**config.mk**
```make
export PLATFORM = sky130hd
export DESIGN_NAME = imm_dp
export DESIGN_NICKNAME = d
export VERILOG_FILES = /design/src/hdl/imm_pkg.sv /design/src/hdl/imm_dp.sv
export SDC_FILE = /design/constraint.sdc
export NUM_CORES = 2
export LEC_CHECK = 0
export BUFFER_PORTS_ARGS = -buffer_cell sky130_fd_sc_hd__buf_4
export CAP_MARGIN = 20
export CORE_MARGIN = 1.5
export CORE_UTILIZATION = 35
export CTS_BUF_LIST = sky130_fd_sc_hd__clkbuf_16
export DETAILED_ROUTE_END_ITERATION = 6
export PLACE_DENSITY = 0.46
export SKIP_LAST_GASP = 1
export SYNTH_ARGS = -nofsm -noshare
export SYNTH_HDL_FRONTEND = slang
export SYNTH_SLANG_ARGS = --single-unit
```
**constraint.sdc**
```tcl
create_clock -name clk -period 7.9 [get_ports clk]
set_input_delay 1.185 -clock clk [delete_from_list [all_inputs] [get_ports clk]]
set_output_delay 1.185 -clock clk [all_outputs]
set_load 0.02 [all_outputs]
```
**src/hdl/imm_pkg.sv**
```systemverilog
`timescale 1ns / 1ps

package imm_pkg;

    // Width of every configuration register.
    localparam int REG_W = 4;

    // Input item modes.
    typedef enum logic [1:0] {
        MODE_LOAD_A  = 2'd0,
        MODE_LOAD_B  = 2'd1,
        MODE_COMPUTE = 2'd2
    } mode_t;

    // Result status codes.
    typedef enum logic [1:0] {
        ST_OK       = 2'd0,
        ST_MISMATCH = 2'd1,
        ST_EMPTY    = 2'd2
    } status_t;

    // Configuration register indexes.
    typedef enum logic [2:0] {
        REG_ROW_BEGIN  = 3'd0,
        REG_ROW_END    = 3'd1,
        REG_INNER_SIZE = 3'd2,
        REG_B_ROWS     = 3'd3,
        REG_B_COLS     = 3'd4
    } reg_idx_t;

    // Reset values of the configuration registers.
    localparam logic [REG_W-1:0] RST_ROW_BEGIN  = 4'd0;
    localparam logic [REG_W-1:0] RST_ROW_END    = 4'd8;
    localparam logic [REG_W-1:0] RST_INNER_SIZE = 4'd8;
    localparam logic [REG_W-1:0] RST_B_ROWS     = 4'd8;
    localparam logic [REG_W-1:0] RST_B_COLS     = 4'd8;

    typedef struct packed {
        logic [REG_W-1:0] row_begin;
        logic [REG_W-1:0] row_end;
        logic [REG_W-1:0] inner_size;
        logic [REG_W-1:0] b_rows;
        logic [REG_W-1:0] b_cols;
    } cfg_t;

    // Store write commands from the controller.
    typedef struct packed {
        logic wr_a;
        logic wr_b;
    } load_cmd_t;

    // One multiply-accumulate beat issued by the controller.
    typedef struct packed {
        logic       valid;
        logic       first;
        logic       last_k;
        logic       zero;
        logic       last_item;
        logic [2:0] row;
        logic [2:0] col;
        status_t    status;
    } beat_t;

endpackage

```
**src/hdl/imm_dp.sv**
```systemverilog
`timescale 1ns / 1ps

module imm_dp #(
    parameter int MAX_DIM = 8,
    parameter int AW      = 6
) (
    input  logic               clk,
    input  logic               rst_n,
    input  logic [2:0]         elem_row,
    input  logic [2:0]         elem_col,
    input  logic signed [31:0] elem_value,
    input  imm_pkg::load_cmd_t load_cmd,
    input  imm_pkg::beat_t     beat,
    input  logic [AW-1:0]      rd_addr_a,
    input  logic [AW-1:0]      rd_addr_b,
    output logic               pipe_busy,
    output logic               result_valid,
    output logic [2:0]         out_row,
    output logic [2:0]         out_col,
    output logic signed [31:0] out_value,
    output logic [1:0]         status,
    output logic               last
);

    localparam int DEPTH = MAX_DIM * MAX_DIM;

    logic [31:0]    a_mem [DEPTH];
    logic [31:0]    b_mem [DEPTH];
    logic [AW-1:0]  wr_addr;

    // Read stage and product stage.
    imm_pkg::beat_t s1_reg, s2_reg;
    logic [31:0]    a_q_reg, b_q_reg;
    logic [31:0]    prod_reg, prod_next;
    logic [31:0]    acc_reg, acc_next;

    // Output register.
    logic           out_valid_reg;
    logic [2:0]     out_row_reg, out_col_reg;
    logic [31:0]    out_value_reg;
    imm_pkg::status_t out_status_reg;
    logic           out_last_reg;

    assign wr_addr = AW'(elem_row) * AW'(MAX_DIM) + AW'(elem_col);

    // Element stores: one write port for loads, one read port for the walk.
    always_ff @(posedge clk)
    begin
        if (load_cmd.wr_a)
        begin
            a_mem[wr_addr] <= elem_value;
        end
        if (load_cmd.wr_b)
        begin
            b_mem[wr_addr] <= elem_value;
        end
        a_q_reg <= a_mem[rd_addr_a];
        b_q_reg <= b_mem[rd_addr_b];
    end

    // Low 32 bits of the product, forced to zero on status and empty beats.
    assign prod_next = s1_reg.zero ? 32'd0 : a_q_reg * b_q_reg;

    // Accumulate, restarting on the first term of each dot product.
    assign acc_next = s2_reg.first ? prod_reg : acc_reg + prod_reg;

    assign pipe_busy = s1_reg.valid || s2_reg.valid;

    // Pipeline control and result strobe.
    always_ff @(posedge clk or negedge rst_n)
    begin
        if (!rst_n)
        begin
            s1_reg        <= '0;
            s2_reg        <= '0;
            out_valid_reg <= 1'b0;
        end
        else
        begin
            s1_reg        <= beat;
            s2_reg        <= s1_reg;
            out_valid_reg <= s2_reg.valid && s2_reg.last_k;
        end
    end

    // Datapath payload.
    always_ff @(posedge clk)
    begin
        prod_reg <= prod_next;
        if (s2_reg.valid)
        begin
            acc_reg <= acc_next;
        end
        if (s2_reg.valid && s2_reg.last_k)
        begin
            out_row_reg    <= s2_reg.row;
            out_col_reg    <= s2_reg.col;
            out_value_reg  <= acc_next;
            out_status_reg <= s2_reg.status;
            out_last_reg   <= s2_reg.last_item;
        end
    end

    assign result_valid = out_valid_reg;
    assign out_row      = out_row_reg;
    assign out_col      = out_col_reg;
    assign out_value    = out_value_reg;
    assign status       = out_status_reg;
    assign last         = out_last_reg;

endmodule

```
==> flow_summary.ini <==
[status]
outcome = completed

[worst_setup_path]
cp_max_fo = 15
criticalPathCategory = flop to flop
arrival_ps = 8220
path_delay_family = adder cells
cp-end-kind = flop
critical-path-slowest-cell = dfxtp_1
cp-start-kind = flop
crit_chain = nand2_1 > fa_1 > inv_1 > fa_1 > fa_1 > inv_1 > fa_1 > inv_1 > fa_1 > fa_1 > fa_1 > fa_1 > ha_1 > a21oi_1 > o21bai_1 > a21oi_1 > nor2_1 > a211oi_1 > a31oi_1 > o21ai_0 > mux2_2
reg2reg_depth = 21
crit_buf_inv = 3
regToRegStartpoint = a_q_reg[7]
worst_path_most_repeated_cell = fa_1
rr_endpoint = prod_reg[30]
crit_required_ps = 8800
worst-r2r-setup-slack_ps = 580
slowest_delay_ps = 700

[synthesis]
synth_cell_type_count = 64
syn_avg_cell_area_um2 = 21.73
synth-edff-count = 4169
synth_common_cells = 4169 x edfxtp_1, 1332 x mux4_2, 409 x fa_1, 379 x inv_1, 314 x and2_1
seq_area_frac_synth_pct = 71.80
yosysMostFrequentCell = edfxtp_1
synth_area_um2 = 177900
synth_top_area_share_pct = 70.35
ys.flop_type = edfxtp_1
synth_cells = 8189
netlist_top_cells_area = edfxtp_1 70%, mux4_2 17%, fa_1 4.6%
yosysTopAreaCell = edfxtp_1
synth_nets = 8819
yosysWarningCount = 0
synthArstFlopShare_pct = 0.6059
synth_seq_cells = 4291

[sta]
period_minus_slack_ps = 7325
fin_crit_sh_pct = 92.72
max_slew_margin_pct = 24.81
fin_skew_ps = 55.64
setup_violations = 0
fin_tns_setup_ps = 0
rsz0062_at_grt = no
worst_pin_slew_ps = 1128
slew_viol_final = 0
hold_viol = 0
fmax_mhz = 136.5

[place]
place_congestion = 0.7926
io_buffer_count = 109
dp_hpwl_um = 295400
dp.cells = 14870
placed_area_um2 = 188800

[clocking]
post-cts-setup-buffers = 0
clock_tree.root_cell = clkbuf_16
clkSlewWorstSetupHoldPaths_ps = 60
tritoncts = built
cts_inserted_buffers = 452
cts.sinks = 4291
cts_max_path_buffers = 4
htreeDepth = 5
clk_latency_ps = 1030

[layout]
drive_above_1_share_pct = 27.80
reg.largest.list = a_mem (2048), b_mem (2048)
fin_cells = 15730
stdcell_area_um2 = 203100
area_delta_synth_final_pct = 14.15
final_util_pct = 40.16
fill_cells = 44470
nNetsFinal = 9252

[die]
num_rows = 261
coreArea_um2 = 505800
die_h_um = 716.0
die_x_um = 716.0
die_area_um2 = 512700
initial_utilization_pct = 35.18
num_io_pins = 110

[drt]
wl_um = 509600
dr.pass1.iters = 6
drt-initial-drc-count = 8351
drc = 0
routedWlPerCell_um = 32.39
viasPerCell = 5.320
ant_nets = 0
vias = 83710

[global_routing]
antenna_found_initial = 70
grt_usage_pct = 19.80
grt_max_degree = 118
grt_pass1_vias = 88940
gr-total-overflow = 0
grt_pass1_wl_um = 710200

[power_and_ir_drop]
powerDensity_nw_per_um2 = 438.4
p_leak_nw = 65.65
irDropWorstVdd_mv = 2.489

[worst_hold_path]
hold-path-endpoint = s1_reg[6]
min_from = beat[6]
hold_path.class = input pin to flop
hold_depth = 1

[run]
drv_cap = 0
-- what timing repair did --
action / CTS / global route
endpoints found under the hold margin: 3 / 0
gates resized for setup: 0 / 0
hold buffers: 1 / 0
-- kinds of logic (layout without fill, tap and decap cells) --
kind of cell	count (synthesis)	after routing	share of synthesized area [%]
DFF	4291	4291	71.80
adders and majority gates	563	563	5.684
AOI/OAI and AO/OA	198	198	0.7004
buffers and inverters	793	1609	1.837
muxes	1361	1361	17.03
and+or+nand+nor	880	880	2.431
xor gates and xnor gates	103	103	0.5147
other	0	23	0
-- per-layer routing --
layer	share of wire (%)	routed length (µm)	GRT usage [%]
met5	0.023	117	0
met4	1.9	9769	3.938
met3	5.8	29800	3.196
met2	49	249400	32.86
met1	43	220400	27.77
-- metrics by stage --
stage / hold slack [ps] / setup slack, ps / power, mW
floorplan: 331.2 / 1057 / 61.15
global placement: 335.0 / 597.5 / 69.93
detailed placement: 335.8 / 589.8 / 69.78
CTS: 151.4 / 570.1 / 90.37
global route: 222.9 / 94.90 / 94.56
finish: 272.9 / 575.4 / 89.05
-- worst reg2reg max path, cell delays in order, from the launching register on --
cell      delay, ps
dfxtp_1         700
nand2_1         170
fa_1            570
inv_1            50
fa_1            400
fa_1            490
inv_1            50
fa_1            490
inv_1            60
fa_1            480
fa_1            560
fa_1            450
fa_1            440
ha_1            370
a21oi_1         270
o21bai_1        100
a21oi_1         290
nor2_1           70
a211oi_1        380
a31oi_1         250
o21ai_0         240
mux2_2          350
-- area by class of cell --
type                            instances  area, µm²  area share [%]
Antenna cell                           23      57.56         0.02833
Sequential cell                      4291     127800           62.90
Multi-Input combinational cell       3105      47890           23.57
Clock inverter                        379       2803           1.380
Inverter                              379       1423          0.7003
Tap cell                             6706       8391           4.131
Clock buffer                          458      11460           5.642
Timing Repair Buffer                  393       3343           1.646
-- power by group --
part	switching, mW	internal (mW)	total (mW)
registers	0.269	25.7	26.0
clock network	8.93	11.6	20.6
logic	24.0	18.5	42.5
-- placed cells by master, fill, tap and decap left out, drive strengths merged, types with 26 or more instances in the layout --
master / synthesis / layout
o21ai: 60 / 60
dfrtp: 26 / 26
ha: 154 / 154
nand2: 291 / 291
xor2: 33 / 33
fa: 409 / 409
a21oi: 49 / 49
edfxtp: 4169 / 4169
nor2: 180 / 180
clkbuf: 264 / 460
and2: 314 / 314
bufinv: 0 / 36
inv: 379 / 492
clkinv: 0 / 215
buf: 150 / 390
dfxtp: 96 / 96
xnor2: 69 / 69
mux4: 1332 / 1332
-- worst max path at each step --
stage          startpoint            to  slack, ps  cells past startpoint
2_1_floorplan  b_q_reg[2]  prod_reg[28]       1060                     23
3_3_place_gp   a_q_reg[7]  prod_reg[30]        600                     21
3_5_place_dp   a_q_reg[7]  prod_reg[28]        590                     21
4_1_cts        a_q_reg[7]  prod_reg[30]        570                     21
5_1_grt        a_q_reg[7]  prod_reg[30]         90                     21
6_report       a_q_reg[7]  prod_reg[30]        580                     21
Note: power is estimated with default switching activity, not from simulation.
