--- src/hdl/imm_pkg.sv ---
`timescale 1ns / 1ps

package imm_pkg;

    // Width of every configuration register.
    localparam int REG_W = 4;

    // Input item modes.
    typedef enum logic [1:0] {
        MODE_LOAD_A  = 2'd0,
        MODE_LOAD_B  = 2'd1,
        MODE_COMPUTE = 2'd2
    } mode_t;

    // Result status codes.
    typedef enum logic [1:0] {
        ST_OK       = 2'd0,
        ST_MISMATCH = 2'd1,
        ST_EMPTY    = 2'd2
    } status_t;

    // Configuration register indexes.
    typedef enum logic [2:0] {
        REG_ROW_BEGIN  = 3'd0,
        REG_ROW_END    = 3'd1,
        REG_INNER_SIZE = 3'd2,
        REG_B_ROWS     = 3'd3,
        REG_B_COLS     = 3'd4
    } reg_idx_t;

    // Reset values of the configuration registers.
    localparam logic [REG_W-1:0] RST_ROW_BEGIN  = 4'd0;
    localparam logic [REG_W-1:0] RST_ROW_END    = 4'd8;
    localparam logic [REG_W-1:0] RST_INNER_SIZE = 4'd8;
    localparam logic [REG_W-1:0] RST_B_ROWS     = 4'd8;
    localparam logic [REG_W-1:0] RST_B_COLS     = 4'd8;

    typedef struct packed {
        logic [REG_W-1:0] row_begin;
        logic [REG_W-1:0] row_end;
        logic [REG_W-1:0] inner_size;
        logic [REG_W-1:0] b_rows;
        logic [REG_W-1:0] b_cols;
    } cfg_t;

    // Store write commands from the controller.
    typedef struct packed {
        logic wr_a;
        logic wr_b;
    } load_cmd_t;

    // One multiply-accumulate beat issued by the controller.
    typedef struct packed {
        logic       valid;
        logic       first;
        logic       last_k;
        logic       zero;
        logic       last_item;
        logic [2:0] row;
        logic [2:0] col;
        status_t    status;
    } beat_t;

endpackage

--- src/hdl/imm_regs.sv ---
`timescale 1ns / 1ps

module imm_regs (
    input  logic              clk,
    input  logic              rst_n,
    input  logic              psel,
    input  logic              penable,
    input  logic              pwrite,
    input  logic [4:0]        paddr,
    input  logic [31:0]       pwdata,
    output logic [31:0]       prdata,
    output logic              pready,
    output imm_pkg::cfg_t     cfg
);

    imm_pkg::cfg_t    cfg_reg;
    imm_pkg::reg_idx_t idx;
    logic             wr_en;

    assign idx    = imm_pkg::reg_idx_t'(paddr[4:2]);
    assign wr_en  = psel && penable && pwrite;
    assign pready = 1'b1;
    assign cfg    = cfg_reg;

    // Register writes on the access cycle of a write.
    always_ff @(posedge clk or negedge rst_n)
    begin
        if (!rst_n)
        begin
            cfg_reg.row_begin  <= imm_pkg::RST_ROW_BEGIN;
            cfg_reg.row_end    <= imm_pkg::RST_ROW_END;
            cfg_reg.inner_size <= imm_pkg::RST_INNER_SIZE;
            cfg_reg.b_rows     <= imm_pkg::RST_B_ROWS;
            cfg_reg.b_cols     <= imm_pkg::RST_B_COLS;
        end
        else if (wr_en)
        begin
            unique case (idx)
                imm_pkg::REG_ROW_BEGIN:  cfg_reg.row_begin  <= pwdata[imm_pkg::REG_W-1:0];
                imm_pkg::REG_ROW_END:    cfg_reg.row_end    <= pwdata[imm_pkg::REG_W-1:0];
                imm_pkg::REG_INNER_SIZE: cfg_reg.inner_size <= pwdata[imm_pkg::REG_W-1:0];
                imm_pkg::REG_B_ROWS:     cfg_reg.b_rows     <= pwdata[imm_pkg::REG_W-1:0];
                imm_pkg::REG_B_COLS:     cfg_reg.b_cols     <= pwdata[imm_pkg::REG_W-1:0];
                default:                 ;
            endcase
        end
    end

    // Read-back multiplexer.
    always_comb
    begin
        prdata = '0;
        unique case (idx)
            imm_pkg::REG_ROW_BEGIN:  prdata[imm_pkg::REG_W-1:0] = cfg_reg.row_begin;
            imm_pkg::REG_ROW_END:    prdata[imm_pkg::REG_W-1:0] = cfg_reg.row_end;
            imm_pkg::REG_INNER_SIZE: prdata[imm_pkg::REG_W-1:0] = cfg_reg.inner_size;
            imm_pkg::REG_B_ROWS:     prdata[imm_pkg::REG_W-1:0] = cfg_reg.b_rows;
            imm_pkg::REG_B_COLS:     prdata[imm_pkg::REG_W-1:0] = cfg_reg.b_cols;
            default:                 prdata = '0;
        endcase
    end

endmodule

--- config.mk ---
export PLATFORM = sky130hd
export DESIGN_NAME = imm_regs
export DESIGN_NICKNAME = d
export VERILOG_FILES = /design/src/hdl/imm_pkg.sv /design/src/hdl/imm_regs.sv
export SDC_FILE = /design/constraint.sdc
export NUM_CORES = 1
export LEC_CHECK = 0
export BUFFER_PORTS_ARGS = -buffer_cell sky130_fd_sc_hd__buf_2
export CAP_MARGIN = 10
export CORE_ASPECT_RATIO = 0.8
export CORE_MARGIN = 4
export CORE_UTILIZATION = 43
export CTS_CLUSTER_SIZE = 14
export DETAILED_ROUTE_END_ITERATION = 16
export PLACE_DENSITY = 0.86
export SETUP_SLACK_MARGIN = 0.1
export SLEW_MARGIN = 40
export SYNTH_ARGS = -nofsm -noshare
export SYNTH_HDL_FRONTEND = slang
export SYNTH_SLANG_ARGS = --single-unit
--- constraint.sdc ---
create_clock -name clk -period 2.05 [get_ports clk]
set_clock_uncertainty 0.05 [all_clocks]
set_input_delay 0.3075 -clock clk [delete_from_list [all_inputs] [get_ports clk]]
set_output_delay 0.3075 -clock clk [all_outputs]
set_load 0.01 [all_outputs]
==> flow_metrics.env <==
export IMPL_first_pass_grt_wire_length_mm=3.86
export IMPL_tns_ns=0
export IMPL_worstHoldEndpoint="cfg[19]"
export IMPL_core_um2=2770
export IMPL_final_min_clock_period_ns=1.78
export IMPL_sequential_cell_area_um2=505
export IMPL_setup_violations_final=0
export IMPL_critPathKind="reg -> out"
export IMPL_maximum_buffer_depth_of_the_clock_tree=2
export IMPL_achievable_frequency_mhz=561
export IMPL_via_count_of_the_first_global_routing_pass=794
export IMPL_hpwlAfterDp_mm=2.01
export IMPL_insertion_delay_ns=0.29
export IMPL_cts_made_buffers=3
export IMPL_r2r_slack_ns=1.21
export IMPL_die_width_um=68.3
export IMPL_antenna_violating_nets_post_route=0
export IMPL_warnings_from_yosys=0
export IMPL_residual_overflow_from_global_routing=0
export IMPL_antenna_cells=0
export IMPL_number_of_antenna_violations_at_the_first_check_in_global_routing=0
export IMPL_drive_gt1_share_pct=51.4
export IMPL_hold_path_cell_count=2
export IMPL_critical_path_endpoint_type="primary output"
export IMPL_ys_ff_latch=20
export IMPL_post_synth_instance_area_um2=1250
export IMPL_synth_compound_gate_area_share_pct=5.71
export IMPL_fin_nets=183
export IMPL_1st_pass_router_iterations=4
export IMPL_h_tree_depth_reported_by_cts=1
export IMPL_clock_sink_count=20
export IMPL_run_status="finished, final reports clean"
export IMPL_cp_arrival_ns=1.43
export IMPL_yosys_area_share_adder_pct=0
export IMPL_synth_simple_gate_area_share_pct=12.0
export IMPL_timing_max_transition_violations_final=0
export IMPL_drt_first_iter_violations=18
export IMPL_critical_path_startpoint_type="flip-flop"
export IMPL_num_vias=846
export IMPL_post_route_period_util_pct=87.0
export IMPL_critPathMaxStageDelay_ns=0.41
export IMPL_fill_cell_count=270
export IMPL_hold_path_class="in -> reg"
export IMPL_synth_cell_type_count=25
export IMPL_irDropWorstVdd_v=0.000494
export IMPL_post_cts_setup_buffers=0
export IMPL_timing_max_cap_violations=0
export IMPL_num_rows=17
export IMPL_critical_path_reg2reg_endpoint="cfg[12]"
export IMPL_post_layout_nonfiller_instances=178
export IMPL_start_util_pct=45.2
export IMPL_flow_area_growth_from_synthesis_pct=11.1
export IMPL_setup_worst_path_start="cfg[8]"
export IMPL_wl_per_cell_um=14.1
export IMPL_drcViolationCount=0
export IMPL_routed_wl_mm=2.51
export IMPL_grt_use_total_pct=13.2
export IMPL_synth_seq_area_share_pct=40.4
export IMPL_clk_pin_slew_worst_paths_ns=0.11
export IMPL_cell_type_of_the_slowest_stage_on_the_worst_timing_path="dfrtp_1"
export IMPL_cell_count_after_placement=173
export IMPL_finalWeightedCongestion=0.822
export IMPL_synth_top_family_by_area="multiplexers"
export IMPL_power_density_nw_per_um2=799
export IMPL_die_h_um=56.2
export IMPL_multi_input_comb_area_um2=614
export IMPL_floorplan_die_area_um2=3840
export IMPL_largest_register_ffs=20
export IMPL_worst_hold_startpoint="pwdata[3]"
export IMPL_grt_setup_unrepaired="false"
export IMPL_reg2reg_from="cfg[12]"
export IMPL_pin_count_of_the_biggest_net_entering_global_routing=21
export IMPL_leakage_nw=0.717
export IMPL_synthesized_area_per_cell_um2=11.9
export IMPL_critical_path_max_fanout=3
export IMPL_ioPinCount=95
export IMPL_cts_root_buffer="clkbuf_4"
export IMPL_port_buffer_count=35
export IMPL_post_synth_xor_area_fraction_pct=0
export IMPL_drt_vias_per_instance=4.75
export IMPL_worstRegToRegCells=1
export IMPL_crit_chain="mux2_2 -> a21oi_1 -> o22ai_1 -> buf_2"
export IMPL_timing_final_hold_violations=0
export IMPL_synth_mux_area_share_pct=22.7
export IMPL_post_synthesis_instance_total=105
export IMPL_tritoncts_clock_tree="built"
export IMPL_worstPathRequired_ns=1.69
cell usage in the layout, fill, tap and decap left out:
cell type      count
nor3b_2            2
and2b_1            1
o22ai_1            3
a22oi_1            3
clkbuf_4           3
a21oi_1            4
mux2_4             4
dlygate4sd3_1      1
and2b_2            1
nand2_1            1
nor3b_4            1
clkbuf_8           1
nand3_1            1
buf_2             35
mux2i_1            1
nor3b_1            3
mux2_2            19
dfrtp_1           16
nand3b_1           2
or3_4              1
nand4b_4           1
nor2_1             1
nor3_1             1
conb_1            29
a311o_1            1
dfstp_2            4
logic make-up (layout without fill, tap and decap cells):
group / count (synthesis) / count (layout)
and+or+nand+nor: 16 / 16
AOI/OAI and AO/OA: 11 / 11
other: 2 / 29
muxes: 24 / 24
DFF: 20 / 20
buffers and inverters: 32 / 40
repair_timing:
| item | in CTS | in global routing |
|---|---|---|
| gates resized for setup | 0 | 0 |
| endpoints found under the setup margin | 0 | 0 |
| hold endpoints to repair | 16 | 0 |
| hold buffers | 1 | 0 |
power breakdown:
part | internal, mW | switching, mW | total (mW) | leakage, nW
Sequential | 0.483 | 0.0603 | 0.543 | 0.246
Combinational | 0.168 | 0.172 | 0.339 | 0.449
Clock | 0.108 | 0.119 | 0.227 | 0.0210
per-stage QoR:
stage / total power, mW / utilization, % / hold slack [ns] / setup slack (ns) / cell area, um2
floorplan: 0.784 / - / -0.0381 / 0.554 / 1350
global placement: 0.880 / 48.6 / 0.209 / 0.382 / 1340
detailed placement: 0.891 / 48.6 / 0.222 / 0.334 / 1340
CTS: 1.12 / 50.2 / 0.244 / 0.290 / 1390
global route: 1.17 / 50.2 / 0.248 / 0.184 / 1390
finish: 1.11 / 50.2 / 0.248 / 0.267 / 1390
worst max path at each step:
| stage | slack [ns] | end | cells after the start |
|---|---|---|---|
| 2_1_floorplan | 0.55 | prdata[0] | 5 |
| 3_3_place_gp | 0.38 | prdata[0] | 5 |
| 3_5_place_dp | 0.33 | prdata[0] | 5 |
| 4_1_cts | 0.29 | prdata[3] | 4 |
| 5_1_grt | 0.18 | prdata[0] | 4 |
| 6_report | 0.27 | prdata[0] | 4 |
layer usage:
metal  up-vias  track usage [%]  routed length [um]
met5         -                0                   0
met4         0             3.40                  31
met3         5             2.22                 290
met2        57             19.0                1020
met1       400             20.1                1160
li1        384                -                   -
worst max-delay path, delay by kind of cell (launching register included):
family / cells / cell delay (ns)
flops: 1 / 0.41
compound gates: 2 / 0.28
buf+inv: 1 / 0.16
mux: 1 / 0.27
area by class of cell:
class | instances | area share [%]
multi-input combinational | 80 | 44.2
sequential | 20 | 36.4
timing repair buffer | 36 | 13.3
tap | 38 | 3.42
clock buffer | 4 | 2.61
cells in the mapped netlist:
| library cell | number | area share [%] |
|---|---|---|
| nor3_1 | 1 | 0.40 |
| nor2_1 | 1 | 0.30 |
| nor3b_4 | 1 | 1.5 |
| and2b_2 | 1 | 0.70 |
| mux2_4 | 4 | 4.8 |
| nand2_1 | 1 | 0.30 |
| a21oi_1 | 4 | 1.6 |
| or3_4 | 1 | 0.90 |
| nand3b_1 | 2 | 1.2 |
| mux2i_1 | 1 | 0.80 |
| buf_1 | 1 | 0.30 |
| buf_2 | 2 | 0.80 |
| dfrtp_1 | 16 | 32 |
| nand4b_4 | 1 | 1.9 |
| nand3_1 | 1 | 0.40 |
| o22ai_1 | 3 | 1.5 |
| a311o_1 | 1 | 0.80 |
| a22oi_1 | 3 | 1.8 |
| buf_4 | 29 | 17 |
| mux2_2 | 19 | 17 |
| conb_1 | 2 | 0.60 |
| nor3b_2 | 2 | 2.0 |
| and2b_1 | 1 | 0.60 |
| dfstp_2 | 4 | 8.4 |
| nor3b_1 | 3 | 1.8 |
(Power assumes the default switching activity.)
