==> config.mk <==
export PLATFORM = sky130hd
export DESIGN_NAME = imm_ctrl
export DESIGN_NICKNAME = d
export VERILOG_FILES = /design/src/hdl/imm_pkg.sv /design/src/hdl/imm_ctrl.sv
export SDC_FILE = /design/constraint.sdc
export NUM_CORES = 1
export LEC_CHECK = 0
export ABC_CLOCK_PERIOD_IN_PS = 3400
export BUFFER_PORTS_ARGS = -buffer_cell sky130_fd_sc_hd__buf_2
export CORE_UTILIZATION = 45
export DETAILED_ROUTE_END_ITERATION = 7
export GPL_ROUTABILITY_DRIVEN = 0
export HOLD_SLACK_MARGIN = 0.05
export PLACE_DENSITY = 0.68
export SLEW_MARGIN = 10
export SYNTH_ARGS = -nofsm -noshare
export SYNTH_HDL_FRONTEND = slang
export SYNTH_SLANG_ARGS = --single-unit
==> constraint.sdc <==
create_clock -name clk -period 3.4 [get_ports clk]
set_input_delay 0.51 -clock clk [delete_from_list [all_inputs] [get_ports clk]]
set_output_delay 0.51 -clock clk [all_outputs]
set_load 0.01 [all_outputs]
==> src/hdl/imm_pkg.sv <==
`timescale 1ns / 1ps

package imm_pkg;

    // Width of every configuration register.
    localparam int REG_W = 4;

    // Input item modes.
    typedef enum logic [1:0] {
        MODE_LOAD_A  = 2'd0,
        MODE_LOAD_B  = 2'd1,
        MODE_COMPUTE = 2'd2
    } mode_t;

    // Result status codes.
    typedef enum logic [1:0] {
        ST_OK       = 2'd0,
        ST_MISMATCH = 2'd1,
        ST_EMPTY    = 2'd2
    } status_t;

    // Configuration register indexes.
    typedef enum logic [2:0] {
        REG_ROW_BEGIN  = 3'd0,
        REG_ROW_END    = 3'd1,
        REG_INNER_SIZE = 3'd2,
        REG_B_ROWS     = 3'd3,
        REG_B_COLS     = 3'd4
    } reg_idx_t;

    // Reset values of the configuration registers.
    localparam logic [REG_W-1:0] RST_ROW_BEGIN  = 4'd0;
    localparam logic [REG_W-1:0] RST_ROW_END    = 4'd8;
    localparam logic [REG_W-1:0] RST_INNER_SIZE = 4'd8;
    localparam logic [REG_W-1:0] RST_B_ROWS     = 4'd8;
    localparam logic [REG_W-1:0] RST_B_COLS     = 4'd8;

    typedef struct packed {
        logic [REG_W-1:0] row_begin;
        logic [REG_W-1:0] row_end;
        logic [REG_W-1:0] inner_size;
        logic [REG_W-1:0] b_rows;
        logic [REG_W-1:0] b_cols;
    } cfg_t;

    // Store write commands from the controller.
    typedef struct packed {
        logic wr_a;
        logic wr_b;
    } load_cmd_t;

    // One multiply-accumulate beat issued by the controller.
    typedef struct packed {
        logic       valid;
        logic       first;
        logic       last_k;
        logic       zero;
        logic       last_item;
        logic [2:0] row;
        logic [2:0] col;
        status_t    status;
    } beat_t;

endpackage

==> src/hdl/imm_ctrl.sv <==
`timescale 1ns / 1ps

module imm_ctrl #(
    parameter int MAX_DIM = 8,
    parameter int AW      = 6
) (
    input  logic               clk,
    input  logic               rst_n,
    input  logic               start,
    input  logic [1:0]         mode,
    input  logic [2:0]         elem_row,
    input  logic [2:0]         elem_col,
    input  imm_pkg::cfg_t      cfg,
    input  logic               pipe_busy,
    output logic               busy,
    output imm_pkg::load_cmd_t load_cmd,
    output imm_pkg::beat_t     beat,
    output logic [AW-1:0]      rd_addr_a,
    output logic [AW-1:0]      rd_addr_b
);

    localparam logic [imm_pkg::REG_W-1:0] MAX_V = imm_pkg::REG_W'(MAX_DIM);

    typedef enum logic [1:0] {
        IDLE,
        WALK,
        DRAIN
    } state_t;

    state_t                    state_reg, state_next;
    imm_pkg::beat_t            beat_reg, beat_next;
    logic [AW-1:0]             addr_a_reg, addr_a_next;
    logic [AW-1:0]             addr_b_reg, addr_b_next;
    logic [imm_pkg::REG_W-1:0] i_reg, i_next;
    logic [imm_pkg::REG_W-1:0] j_reg, j_next;
    logic [imm_pkg::REG_W-1:0] k_reg, k_next;
    logic [imm_pkg::REG_W-1:0] re_reg, re_next;
    logic [imm_pkg::REG_W-1:0] n_reg, n_next;
    logic [imm_pkg::REG_W-1:0] nc_reg, nc_next;

    logic                      accept;
    logic                      in_range;
    logic [imm_pkg::REG_W-1:0] re_sat, n_sat, nc_sat;
    logic                      last_k, last_j, last_i;

    assign accept   = start && (state_reg == IDLE);
    assign busy     = (state_reg != IDLE);
    assign beat     = beat_reg;
    assign rd_addr_a = addr_a_reg;
    assign rd_addr_b = addr_b_reg;

    // Clamp row_end, inner_size and b_cols to the store size.
    assign re_sat = (cfg.row_end > MAX_V) ? MAX_V : cfg.row_end;
    assign n_sat  = (cfg.inner_size > MAX_V) ? MAX_V : cfg.inner_size;
    assign nc_sat = (cfg.b_cols > MAX_V) ? MAX_V : cfg.b_cols;

    assign in_range = ({1'b0, elem_row} < MAX_V) && ({1'b0, elem_col} < MAX_V);

    // Store writes for load items.
    always_comb
    begin
        load_cmd.wr_a = 1'b0;
        load_cmd.wr_b = 1'b0;
        if (accept && in_range)
        begin
            unique case (mode)
                imm_pkg::MODE_LOAD_A: load_cmd.wr_a = 1'b1;
                imm_pkg::MODE_LOAD_B: load_cmd.wr_b = 1'b1;
                default:              ;
            endcase
        end
    end

    // Position of the walk within the dot product, the row and the range.
    assign last_k = (n_reg == '0) || (k_reg == n_reg - 1'b1);
    assign last_j = (j_reg == nc_reg - 1'b1);
    assign last_i = (i_reg == re_reg - 1'b1);

    // Next-state logic and beat issue.
    always_comb
    begin
        state_next  = state_reg;
        beat_next   = '0;
        addr_a_next = addr_a_reg;
        addr_b_next = addr_b_reg;
        i_next      = i_reg;
        j_next      = j_reg;
        k_next      = k_reg;
        re_next     = re_reg;
        n_next      = n_reg;
        nc_next     = nc_reg;

        unique case (state_reg)
            IDLE:
            begin
                if (accept && mode == imm_pkg::MODE_COMPUTE)
                begin
                    if (cfg.inner_size != cfg.b_rows)
                    begin
                        beat_next.valid     = 1'b1;
                        beat_next.first     = 1'b1;
                        beat_next.last_k    = 1'b1;
                        beat_next.zero      = 1'b1;
                        beat_next.last_item = 1'b1;
                        beat_next.status    = imm_pkg::ST_MISMATCH;
                        state_next          = DRAIN;
                    end
                    else if (cfg.row_begin >= re_sat || nc_sat == '0)
                    begin
                        beat_next.valid     = 1'b1;
                        beat_next.first     = 1'b1;
                        beat_next.last_k    = 1'b1;
                        beat_next.zero      = 1'b1;
                        beat_next.last_item = 1'b1;
                        beat_next.status    = imm_pkg::ST_EMPTY;
                        state_next          = DRAIN;
                    end
                    else
                    begin
                        i_next     = cfg.row_begin;
                        j_next     = '0;
                        k_next     = '0;
                        re_next    = re_sat;
                        n_next     = n_sat;
                        nc_next    = nc_sat;
                        state_next = WALK;
                    end
                end
            end

            WALK:
            begin
                beat_next.valid     = 1'b1;
                beat_next.first     = (k_reg == '0);
                beat_next.last_k    = last_k;
                beat_next.zero      = (n_reg == '0);
                beat_next.last_item = last_k && last_j && last_i;
                beat_next.row       = i_reg[2:0];
                beat_next.col       = j_reg[2:0];
                beat_next.status    = imm_pkg::ST_OK;
                addr_a_next = AW'(i_reg) * AW'(MAX_DIM) + AW'(k_reg);
                addr_b_next = AW'(k_reg) * AW'(MAX_DIM) + AW'(j_reg);
                if (last_k)
                begin
                    k_next = '0;
                    if (last_j)
                    begin
                        j_next = '0;
                        i_next = i_reg + 1'b1;
                    end
                    else
                    begin
                        j_next = j_reg + 1'b1;
                    end
                    if (last_j && last_i)
                    begin
                        state_next = DRAIN;
                    end
                end
                else
                begin
                    k_next = k_reg + 1'b1;
                end
            end

            DRAIN:
            begin
                if (!beat_reg.valid && !pipe_busy)
                begin
                    state_next = IDLE;
                end
            end

            default:
            begin
                state_next = IDLE;
            end
        endcase
    end

    // State and registered outputs.
    always_ff @(posedge clk or negedge rst_n)
    begin
        if (!rst_n)
        begin
            state_reg  <= IDLE;
            beat_reg   <= '0;
            addr_a_reg <= '0;
            addr_b_reg <= '0;
            i_reg      <= '0;
            j_reg      <= '0;
            k_reg      <= '0;
            re_reg     <= '0;
            n_reg      <= '0;
            nc_reg     <= '0;
        end
        else
        begin
            state_reg  <= state_next;
            beat_reg   <= beat_next;
            addr_a_reg <= addr_a_next;
            addr_b_reg <= addr_b_next;
            i_reg      <= i_next;
            j_reg      <= j_next;
            k_reg      <= k_next;
            re_reg     <= re_next;
            n_reg      <= n_next;
            nc_reg     <= nc_next;
        end
    end

endmodule

==> metrics.md, run 1 <==
| Metric | Value |
|---|---|
| Crit-path leading delay family | `compound AO/OA/AOI/OAI gates` |
| CTS tree | `done` |
| Post-route setup slack | `0.980 ns` |
| Clock Sinks | `51` |
| Setup_tns | `0 ns` |
| WS Path Type | `reg -> reg` |
| WL final | `5.13 mm` |
| Initial DRC count | `131` |
| Reg2Reg Launch Point | `nc_reg[0]$_DFFE_PN0P_` |
| Startpoint Class | `register` |
| Most frequent cells in the layout | `buf_2, dfrtp_1, nand2_1, xnor2_1` |
| Relative slew slack | `0.527` |
| CTS Buf Count | `5` |
| VDD IR max | `0.219 mV` |
| Power Dens Cells | `498 nW/um^2` |
| CP max stage cell | `dfrtp_1` |
| Max reg flops | `13` |
| Vias per inst | `5.06` |
| Root Buffer | `clkbuf_8` |
| Worst min path class | `in -> async` |
| Hold Slack | `0.195 ns` |
| DIE WIDTH | `78.1 microns` |
| Synth top area share | `0.489` |
| Final hold viol count | `0` |
| Core ar. | `5540 sq um` |
| Largest net degree at the start of global routing | `29` |
| Crit-path cells | `inv_1, ha_1, xor3_1, nor3_2, or3b_4, a211oi_4, o21ai_1, a22o_1` |
| Share of layout cells above drive strength 1 | `0.236` |
| YS warnings | `0` |
| Detailed Routing Iterations Pass 1 | `4` |
| Max incr delay on CP | `0.42 ns` |
| CP Data Required Time | `3.60 ns` |
| CP arrival | `2.62 ns` |
| GRT Residual Overflow | `0` |
| R2r endpoint | `i_reg[0]$_DFFE_PN0P_` |
| Overall Global Routing Usage | `0.188` |
| Worst-case clock buffer depth | `2` |
| Endpoints failing setup | `0` |
| Commonest non-fill, non-tap cell in the layout | `buf_2` |
| CTS clk-pin slew, worst paths | `0.10 ns` |
| RSZ-0062 raised after global routing | `no` |
| Wire per inst | `13.3 microns` |
| CTS resizes | `0` |
| Setup crit end kind | `register` |
| Post-synth top area cell | `dfrtp_1` |
| Worst R2R Path Depth | `8` |
| Die Footprint | `6110 sq um` |
| Pleak | `0.00156 uW` |
| Initial core utilization | `0.471` |
| Area Growth Syn to Fin | `17.6%` |
| Antenna viol nets, final | `0` |
| Synth cell types | `39` |
| Die Y-Extent | `78.1 microns` |
| Max Clock Freq | `413 MHz` |
| N_diodes | `0` |
| Vias post-DR | `1950` |
| Mapped Cells | `254` |
| FF-to-FF setup slack | `0.98 ns` |
| Final core utilization | `0.554` |
| Seq cells post-synth | `51` |
| H-tree depth | `2` |
| Minimum clock period | `2.42 ns` |
| Final period utilization | `0.712` |
| Fin. max-slew vios | `0` |
| Clk_lat worst skew | `0.31 ns` |
| Initial antenna violation count | `0` |
| Synth Cell Area | `2610 sq um` |
| Avg Cell Area, Syn | `10.3 sq um` |
| PortBufs | `53` |
| Status | `completed` |
| # IOs | `60` |
| Std-Cell Rows | `27` |
| Max FO, Critical Path | `7` |
| Placement Setup Slack | `0.746 ns` |
| First-pass GRT wire length | `8.92 mm` |
| DRC Markers | `0` |
| CP Buf/Inv Count | `1` |
| Slew @ Worst Pin | `0.708 ns` |
| Dpl hpwl | `3.93 mm` |
| Postcts setup bufs | `0` |
| Number of global-route vias before repair | `1826` |
| Final net count | `359` |
| Power, Total | `1530 uW` |
| Synth area leaders | `dfrtp_1, ha_1, xnor2_1` |
| Seq/Total Area, Yosys | `0.489` |
| Post-Syn Nets | `301` |
| Clk_skew | `0.00736 ns` |
| Max Cap Viol | `0` |
| CTS Hold Bufs | `0` |
Yosys cell counts:
library cell	number
dfrtp_1	51
nand2_1	39
xnor2_1	20
inv_1	17
o21ai_0	17
ha_1	15
a21oi_1	10
nand2b_1	10
nor3_1	8
and3_1	6
nor2_1	6
a22o_1	5
clkbuf_1	5
nand3_1	5
a21o_1	4
mux2_2	4
o21ai_1	3
and2_1	2
mux2i_1	2
nor2b_1	2
nor3b_1	2
nor4_1	2
xor2_1	2
xor3_1	2
a2111oi_0	1
a211oi_1	1
a211oi_2	1
a211oi_4	1
a311oi_1	1
and4_1	1
and4b_1	1
buf_2	1
nand4_1	1
nor3_2	1
o2111ai_2	1
o211ai_1	1
o22ai_1	1
o2bb2ai_1	1
or3b_4	1
cell type report:
class                   instances  area [sq um]
fillers                       528          2470
flip-flops and latches         51          1280
multi-input cells             180          1240
repair buffers                 57           295
well taps                      72          90.1
clock buffers                   6          82.6
inverters                      17          63.8
clock inverters                 2          16.3
report_power, final:
part           total (uW)  switching (uW)  internal, uW  leakage [uW]
combinational         374             177           197      0.000831
sequential            787            92.2           695      0.000686
clock                 368             201           166     0.0000474
total                1530             470          1060       0.00156
logic make-up (layout without fill, tap and decap cells):
| logic type | Yosys count | after routing | synth area share |
|---|---|---|---|
| compound gates | 48 | 48 | 0.122 |
| flops | 51 | 51 | 0.489 |
| xor+xnor | 24 | 24 | 0.0921 |
| buf+inv | 23 | 82 | 0.0336 |
| fa+ha+maj | 15 | 15 | 0.0719 |
| simple gates | 87 | 87 | 0.166 |
| mux | 6 | 6 | 0.0249 |
per-stage QoR:
stage	instances	cell area, sq um
floorplan	254	2610
global placement	377	2970
detailed placement	377	2970
CTS	385	3070
global route	385	3070
finish	385	3070
layer usage:
metal	track usage	wire length, microns
met3	0.0395	321
met2	0.289	2300
met4	0.0630	67
met1	0.264	2440
met5	0	0
how the worst max path moves through the flow:
stage                          startpoint              endpoint  slack [ns]  cells past startpoint
detailed placement                cfg[15]  i_reg[0]$_DFFE_PN0P_        0.75                      9
finish              nc_reg[0]$_DFFE_PN0P_  i_reg[0]$_DFFE_PN0P_        0.98                      8
global route        nc_reg[0]$_DFFE_PN0P_  i_reg[0]$_DFFE_PN0P_        0.84                      8
CTS                 nc_reg[0]$_DFFE_PN0P_  i_reg[0]$_DFFE_PN0P_        0.96                      8
floorplan                         cfg[12]  i_reg[0]$_DFFE_PN0P_        1.02                      8
global placement                  cfg[15]  k_reg[3]$_DFFE_PN0P_        0.79                      9
Note: power is estimated with default switching activity, not from simulation.
==> run 2, diff against run 1 <==
- ABC_AREA: unset -> 1
- ABC_CLOCK_PERIOD_IN_PS: 3400 -> 2220
- PLACE_DENSITY: 0.68 -> 0.7
- clock period: 3.4 -> 2.22 ns (I/O delays scaled with it)
==> run 2 against run 1 <==
Effect of this change:
- sequential power rose by 35%
- first-iteration DRC count rose by 21%
- final area rose by 6.3%
- critical endpoint is now state_reg[1]$_DFFE_PN0P_
- critical path type is now in -> reg
- cell count rose by 25%
- synthesized cell count rose by 39%
- sequential share of layout area fell by 2.5 points
- clock-buffer cell count fell by 1
- utilization fell by 0.61 points
- via count rose by 21%
- die area rose by 7.1%
- area after synthesis rose by 7.3%
==> metrics.md, run 2 <==
| Metric | Value |
|---|---|
| Status | `completed` |
| DRC Markers | `0 (unchanged)` |
| Reg2Reg Launch Point | `n_reg[0]$_DFFE_PN0P_` |
| Initial DRC count | `158 (+21%)` |
| Clk_skew | `0.00434 ns (-0.00302 ns)` |
| Pleak | `0.00185 uW (+18%)` |
| Wire per inst | `11.5 microns (-14%)` |
| Antenna viol nets, final | `0 (unchanged)` |
| Synth cell types | `30 (-23%)` |
| Post-Layout Cell Count | `483 (+25%)` |
| Number of global-route vias before repair | `2043 (+12%)` |
| Max incr delay on CP | `0.32 ns (-0.10 ns)` |
| N_diodes | `0 (unchanged)` |
| Final core utilization | `0.548 (-0.00608)` |
| Crit-path leading delay family | `simple AND/OR/NAND/NOR gates` |
| Max FO, Critical Path | `4 (-3)` |
| Relative slew slack | `0.603 (+0.0760)` |
| Crit-path cells | `buf_2, nor3_1, o21ai_0, ha_1, inv_1, o21bai_1, nand2_1, nand4_1, nor2_4, nor2_1, inv_2, nand2_1, o21ai_0, nand2_1` |
| Most frequent CP cell | `nand2_1` |
| Synth Cell Area | `2800 sq um (+7.3%)` |
| Setup crit end kind | `register` |
| Most frequent cells in the layout | `nand2_1, buf_2, dfrtp_1, inv_1` |
| # placed instances | `475 (+26%)` |
| DIE WIDTH | `80.9 microns (+3.5%)` |
| Largest net degree at the start of global routing | `35 (+21%)` |
| Area Growth Syn to Fin | `16.5%` |
| Commonest non-fill, non-tap cell in the layout | `nand2_1` |
| Slew @ Worst Pin | `0.595 ns (-0.113 ns)` |
| YS warnings | `0 (unchanged)` |
| CP max stage cell | `ha_1` |
| Setup_tns | `0 ns (unchanged)` |
| GRT Residual Overflow | `0 (unchanged)` |
| # IOs | `60 (unchanged)` |
| R2r endpoint | `i_reg[0]$_DFFE_PN0P_` |
| H-tree depth | `2 (unchanged)` |
| Post-synth top area cell | `dfrtp_1` |
| Final hold viol count | `0 (unchanged)` |
| Clock Sinks | `51 (unchanged)` |
| First-pass GRT wire length | `9.38 mm (+5.2%)` |
| Worst-case clock buffer depth | `2 (unchanged)` |
| Worst hold stages | `3` |
| Seq/Total Area, Yosys | `0.456 (-0.0334)` |
| FF-to-FF setup slack | `0.40 ns (-0.58 ns)` |
| Minimum clock period | `1.84 ns` |
| Synth top area share | `0.456 (-0.0334)` |
| Post-route setup slack | `0.382 ns (-0.598 ns)` |
| Max Clock Freq | `544 MHz` |
| Worst min path class | `in -> reg` |
| Initial antenna violation count | `0 (unchanged)` |
| Dpl hpwl | `4.25 mm (+8.1%)` |
| Synth Flop Type | `dfrtp_1` |
| Count leader, synth | `nand2_1` |
| Core ar. | `5960 sq um (+7.5%)` |
| EDFF count, synth | `0 (unchanged)` |
| Synth area leaders | `dfrtp_1, nand2_1, ha_1` |
| Overall Global Routing Usage | `0.186 (-0.00217)` |
| Power Dens Cells | `632 nW/um^2 (+27%)` |
| Hold Crit Start | `cfg[10]` |
| Detailed Routing Iterations Pass 1 | `4 (unchanged)` |
| Final period utilization | `0.828` |
| WS Path Type | `in -> reg` |
| Placement Setup Slack | `0.0492 ns (-0.697 ns)` |
| Startpoint Class | `primary input` |
| Fraction of registers with async set/reset | `1.00 (unchanged)` |
| Fin. max-slew vios | `0 (unchanged)` |
| Die Y-Extent | `80.9 microns (+3.5%)` |
| VDD IR max | `0.284 mV (+30%)` |
| Synth top cells by count | `nand2_1, dfrtp_1, inv_1` |
| Fill count | `561 (+6.3%)` |
| CTS tree | `done` |
| Clk_lat worst skew | `0.30 ns (about the same)` |
| CTS Buf Count | `5 (unchanged)` |
| Post-Syn Nets | `399 (+33%)` |
| Initial core utilization | `0.470 (-0.000699)` |
| Hold EP | `n_reg[2]$_DFFE_PN0P_` |
| PortBufs | `53 (unchanged)` |
| Multi-input gate area | `1290 sq um (+3.4%)` |
| WL final | `5.53 mm (+7.8%)` |
| CP Data Required Time | `2.41 ns (-1.19 ns)` |
| Vias post-DR | `2360 (+21%)` |
| Max Cap Viol | `0 (unchanged)` |
| CTS clk-pin slew, worst paths | `0.09 ns (about the same)` |
| Seq cells post-synth | `51 (unchanged)` |
| CP arrival | `2.03 ns (-0.59 ns)` |
| Endpoints failing setup | `0 (unchanged)` |
| Postcts setup bufs | `0 (unchanged)` |
| Share of layout cells above drive strength 1 | `0.196 (-0.0403)` |
| Std-Cell Rows | `28 (+3.7%)` |
| Max reg flops | `13 (unchanged)` |
| RSZ-0062 raised after global routing | `no` |
| CTS Hold Bufs | `1 (+1)` |
| CTS resizes | `0 (unchanged)` |
| Root Buffer | `clkbuf_8` |
| Avg Cell Area, Syn | `7.96 sq um (-23%)` |
| CP Buf/Inv Count | `3 (+2)` |
| Vias per inst | `4.89 (-3.5%)` |
| Die Footprint | `6540 sq um (+7.1%)` |
| Worst R2R Path Depth | `14 (+6)` |
| Final net count | `455 (+27%)` |
| Sequential Area | `1280 sq um (unchanged)` |
| Mapped Cells | `352 (+39%)` |
==> run 2: tightest hold or removal path: cells and delay by family <==
| family | cells | cell delay (ns) |
|---|---|---|
| buffers and inverters | 1 | 0.10 |
| AND/OR/NAND/NOR | 1 | 0.06 |
| AO/OA/AOI/OAI | 1 | 0.06 |
==> run 2: worst max-delay path by stage <==
| stage | start | to | depth (start not counted) |
|---|---|---|---|
| 5_1_grt | cfg[12] | i_reg[2]$_DFFE_PN0P_ | 14 |
| 4_1_cts | cfg[12] | nc_reg[3]$_DFFE_PN0P_ | 13 |
| 2_1_floorplan | cfg[12] | n_reg[3]$_DFFE_PN0P_ | 12 |
| 6_report | cfg[12] | state_reg[1]$_DFFE_PN0P_ | 14 |
| 3_3_place_gp | cfg[15] | state_reg[1]$_DFFE_PN0P_ | 14 |
| 3_5_place_dp | cfg[12] | nc_reg[3]$_DFFE_PN0P_ | 13 |
==> run 2: area by class of cell <==
cell class / instances / share of cell area
well taps: 75 / 0.0288
repair buffers: 56 / 0.0928
clock inverters: 2 / 0.0115
flip-flops and latches: 51 / 0.391
inverters: 51 / 0.0602
clock buffers: 5 / 0.0211
multi-input cells: 243 / 0.395
==> run 2: metrics by stage <==
step / total power, uW / hold slack (ns) / cell area [sq um]
2_1_floorplan: 1300 / 0.0374 / 2800
3_3_place_gp: 1440 / 0.364 / 3150
3_5_place_dp: 1450 / 0.376 / 3150
4_1_cts: 2080 / 0.285 / 3260
5_1_grt: 2180 / 0.290 / 3260
6_report: 2060 / 0.289 / 3260
==> run 2: report_power, final <==
part / total, uW / leakage, uW / internal [uW] / switching [uW]
clock network: 632 / 0.0000502 / 330 / 303
logic: 372 / 0.00115 / 152 / 220
registers: 1060 / 0.000643 / 1000 / 56.4
total: 2060 / 0.00185 / 1480 / 579
==> run 2: kinds of logic (layout without fill, tap and decap cells) <==
| group | after synthesis | in the layout | share of synthesized area |
|---|---|---|---|
| AND/OR/NAND/NOR | 180 | 180 | 0.279 |
| buffers and inverters | 58 | 114 | 0.0844 |
| flip-flops | 51 | 51 | 0.456 |
| AO/OA/AOI/OAI | 35 | 35 | 0.0728 |
| adder cells (fa/ha/maj) | 15 | 15 | 0.0670 |
| XOR/XNOR | 13 | 13 | 0.0407 |
==> run 2: per-layer routing <==
layer / up-vias / track usage / share of wire
li1: 1226 / - / -
met1: 1071 / 0.265 / 0.50
met2: 55 / 0.287 / 0.44
met3: 8 / 0.0348 / 0.045
met4: 0 / 0.0536 / 0.014
met5: - / 0 / 0
==> run 3, diff against run 2 <==
- ABC_CLOCK_PERIOD_IN_PS: 2220 -> 1800
- PLACE_DENSITY: 0.7 -> 0.67
- clock period: 2.22 -> 1.8 ns (I/O delays scaled with it)
==> run 3 against run 2 <==
Effect of this change:
- routed wire length increased by 7.1%
- clock power increased by 11%
- total power increased by 22%
- clock-buffer cell count increased by 1
- via count increased by 4.9%
- critical path type is now reg -> reg
- highest routed layer unchanged
==> metrics.md, run 3 (synthesized netlist as in run 2, its figures left out) <==
| Metric | Value |
|---|---|
| Area Growth Syn to Fin | `25.7%` |
| Pleak | `0.00198 uW (+7.4%)` |
| Commonest non-fill, non-tap cell in the layout | `nand2_1` |
| GRT Residual Overflow | `0 (unchanged)` |
| Largest net degree at the start of global routing | `28 (-20%)` |
| Final net count | `482 (+5.9%)` |
| CP arrival | `1.88 ns (-0.15 ns)` |
| WS Path Type | `reg -> reg` |
| First-pass GRT wire length | `9.85 mm (+5.0%)` |
| Placement Setup Slack | `-0.244 ns (-0.293 ns)` |
| Most Crowded Layer GR | `met2` |
| Clk_skew | `0.00556 ns (+0.00122 ns)` |
| DIE WIDTH | `80.9 microns (unchanged)` |
| PortBufs | `53 (unchanged)` |
| Fill count | `545 (-2.9%)` |
| Final hold viol count | `0 (unchanged)` |
| VDD IR max | `0.382 mV (+34%)` |
| Core ar. | `5960 sq um (unchanged)` |
| Vias per inst | `4.84 (-0.87%)` |
| Clock Sinks | `51 (unchanged)` |
| Vias post-DR | `2475 (+4.9%)` |
| Fin. max-slew vios | `0 (unchanged)` |
| Number of global-route vias before repair | `2169 (+6.2%)` |
| Max reg flops | `13 (unchanged)` |
| Startpoint Class | `register` |
| CP max stage cell | `dfrtp_1` |
| RSZ-0062 raised after global routing | `yes` |
| Relative slew slack | `0.622 (+0.0190)` |
| Std-Cell Rows | `28 (unchanged)` |
| Wire per inst | `11.6 microns (+1.3%)` |
| Worst-case clock buffer depth | `2 (unchanged)` |
| Status | `completed` |
| CP Data Required Time | `2.00 ns (-0.41 ns)` |
| Minimum clock period | `1.67 ns` |
| Power Dens Cells | `717 nW/um^2 (+13%)` |
| Max incr delay on CP | `0.41 ns (+0.09 ns)` |
| Routing usage on met3 | `0.0236 (-0.0112)` |
| Post-route setup slack | `0.129 ns (-0.253 ns)` |
| H-tree depth | `2 (unchanged)` |
| Endpoints failing setup | `0 (unchanged)` |
| Max Cap Viol | `0 (unchanged)` |
| WL final | `5.93 mm (+7.1%)` |
| Detailed Routing Iterations Pass 1 | `4 (unchanged)` |
| Die Y-Extent | `80.9 microns (unchanged)` |
| Setup crit end kind | `register` |
| Final period utilization | `0.928` |
| Overall Global Routing Usage | `0.196 (+0.0105)` |
| Antenna viol nets, final | `0 (unchanged)` |
| CTS tree | `done` |
| Clk_lat worst skew | `0.30 ns (about the same)` |
| Initial core utilization | `0.470 (unchanged)` |
| CTS Buf Count | `5 (unchanged)` |
| Multi-input gate area | `1330 sq um (+3.6%)` |
| Max FO, Critical Path | `5 (+1)` |
| Max Clock Freq | `599 MHz` |
| Met2 Use GR | `0.324 (+0.0361)` |
| CTS clk-pin slew, worst paths | `0.09 ns (about the same)` |
| Most frequent cells in the layout | `nand2_1, buf_2, dfrtp_1, inv_1` |
| Sequential Area | `1280 sq um (unchanged)` |
| Crit-path cells | `inv_2, ha_4, nand2_2, inv_1, nor2_1, nand2_1, nor2_1, nand2_1, nand3_4, buf_4, nand2_2, nand2_1, nand2_1` |
| Initial DRC count | `154 (-2.5%)` |
| DRC Markers | `0 (unchanged)` |
| Slew @ Worst Pin | `0.567 ns (-0.0286 ns)` |
| Most frequent CP cell | `nand2_1` |
| Dpl hpwl | `4.63 mm (+9.1%)` |
| Worst min path class | `in -> reg` |
| Root Buffer | `clkbuf_8` |
| Initial antenna violation count | `0 (unchanged)` |
| Die Footprint | `6540 sq um (unchanged)` |
| Share of layout cells above drive strength 1 | `0.264 (+0.0677)` |
| N_diodes | `0 (unchanged)` |
| # IOs | `60 (unchanged)` |
| M1 GR Usage | `0.266 (+0.00105)` |
| Power, Total | `2520 uW (+22%)` |
[run 3: metal layers]
metal,up-vias,routed length [microns]
met4,0,68
met1,1137,2940
met5,-,0
met2,52,2660
li1,1280,-
met3,6,254
[run 3: final timing paths]
path | cells after the start | end | slack [ns] | startpoint
min in group asynchronous | 2 | rd_addr_b[5]$_DFFE_PN0P_ | 0.48 | rst_n
max in group asynchronous | 3 | re_reg[0]$_DFFE_PN0P_ | 0.77 | rst_n
min | 3 | nc_reg[1]$_DFFE_PN0P_ | 0.22 | cfg[1]
max | 13 | j_reg[1]$_DFFE_PN0P_ | 0.13 | n_reg[0]$_DFFE_PN0P_
max reg2reg | 13 | j_reg[1]$_DFFE_PN0P_ | 0.13 | n_reg[0]$_DFFE_PN0P_
min reg2reg | 2 | rd_addr_a[4]$_DFFE_PN0P_ | 0.47 | rd_addr_a[4]$_DFFE_PN0P_
[run 3: stage by stage]
stage / area (sq um) / std cells / TNS, ns / util / hold WS (ns)
floorplan: 2800 / 352 / 0 / - / -0.0256
global placement: 3300 / 496 / -4.36 / 0.555 / 0.297
detailed placement: 3300 / 496 / -5.04 / 0.555 / 0.294
CTS: 3410 / 505 / 0 / 0.573 / 0.217
global route: 3520 / 511 / -0.113 / 0.591 / 0.239
finish: 3520 / 511 / 0 / 0.591 / 0.222
[run 3: worst max-delay path: cells and delay by family (launching register included)]
| kind | cells | cell delay, ns |
|---|---|---|
| DFF | 1 | 0.41 |
| buffers and inverters | 3 | 0.25 |
| adders and majority gates | 1 | 0.20 |
| and+or+nand+nor | 9 | 0.71 |
[run 3: power breakdown]
part	leakage (uW)	switching, uW	internal, uW
Clock	0.0000474	388	314
Combinational	0.00129	287	228
Sequential	0.000643	69.2	1240
Total	0.00198	743	1780
[run 3: timing repair]
action	in CTS	in global routing
hold buffers	1	0
hold endpoints to repair	24	0
buffers inserted	0	6
resized for setup	0	12
setup endpoints to repair	0	23
[run 3: layout make-up]
cell class | instances | area share
well taps | 75 | 0.0267
inverters | 51 | 0.0565
clock inverters | 2 | 0.00462
multi-input cells | 243 | 0.379
flip-flops and latches | 51 | 0.363
clock buffers | 6 | 0.0235
repair buffers | 83 | 0.147
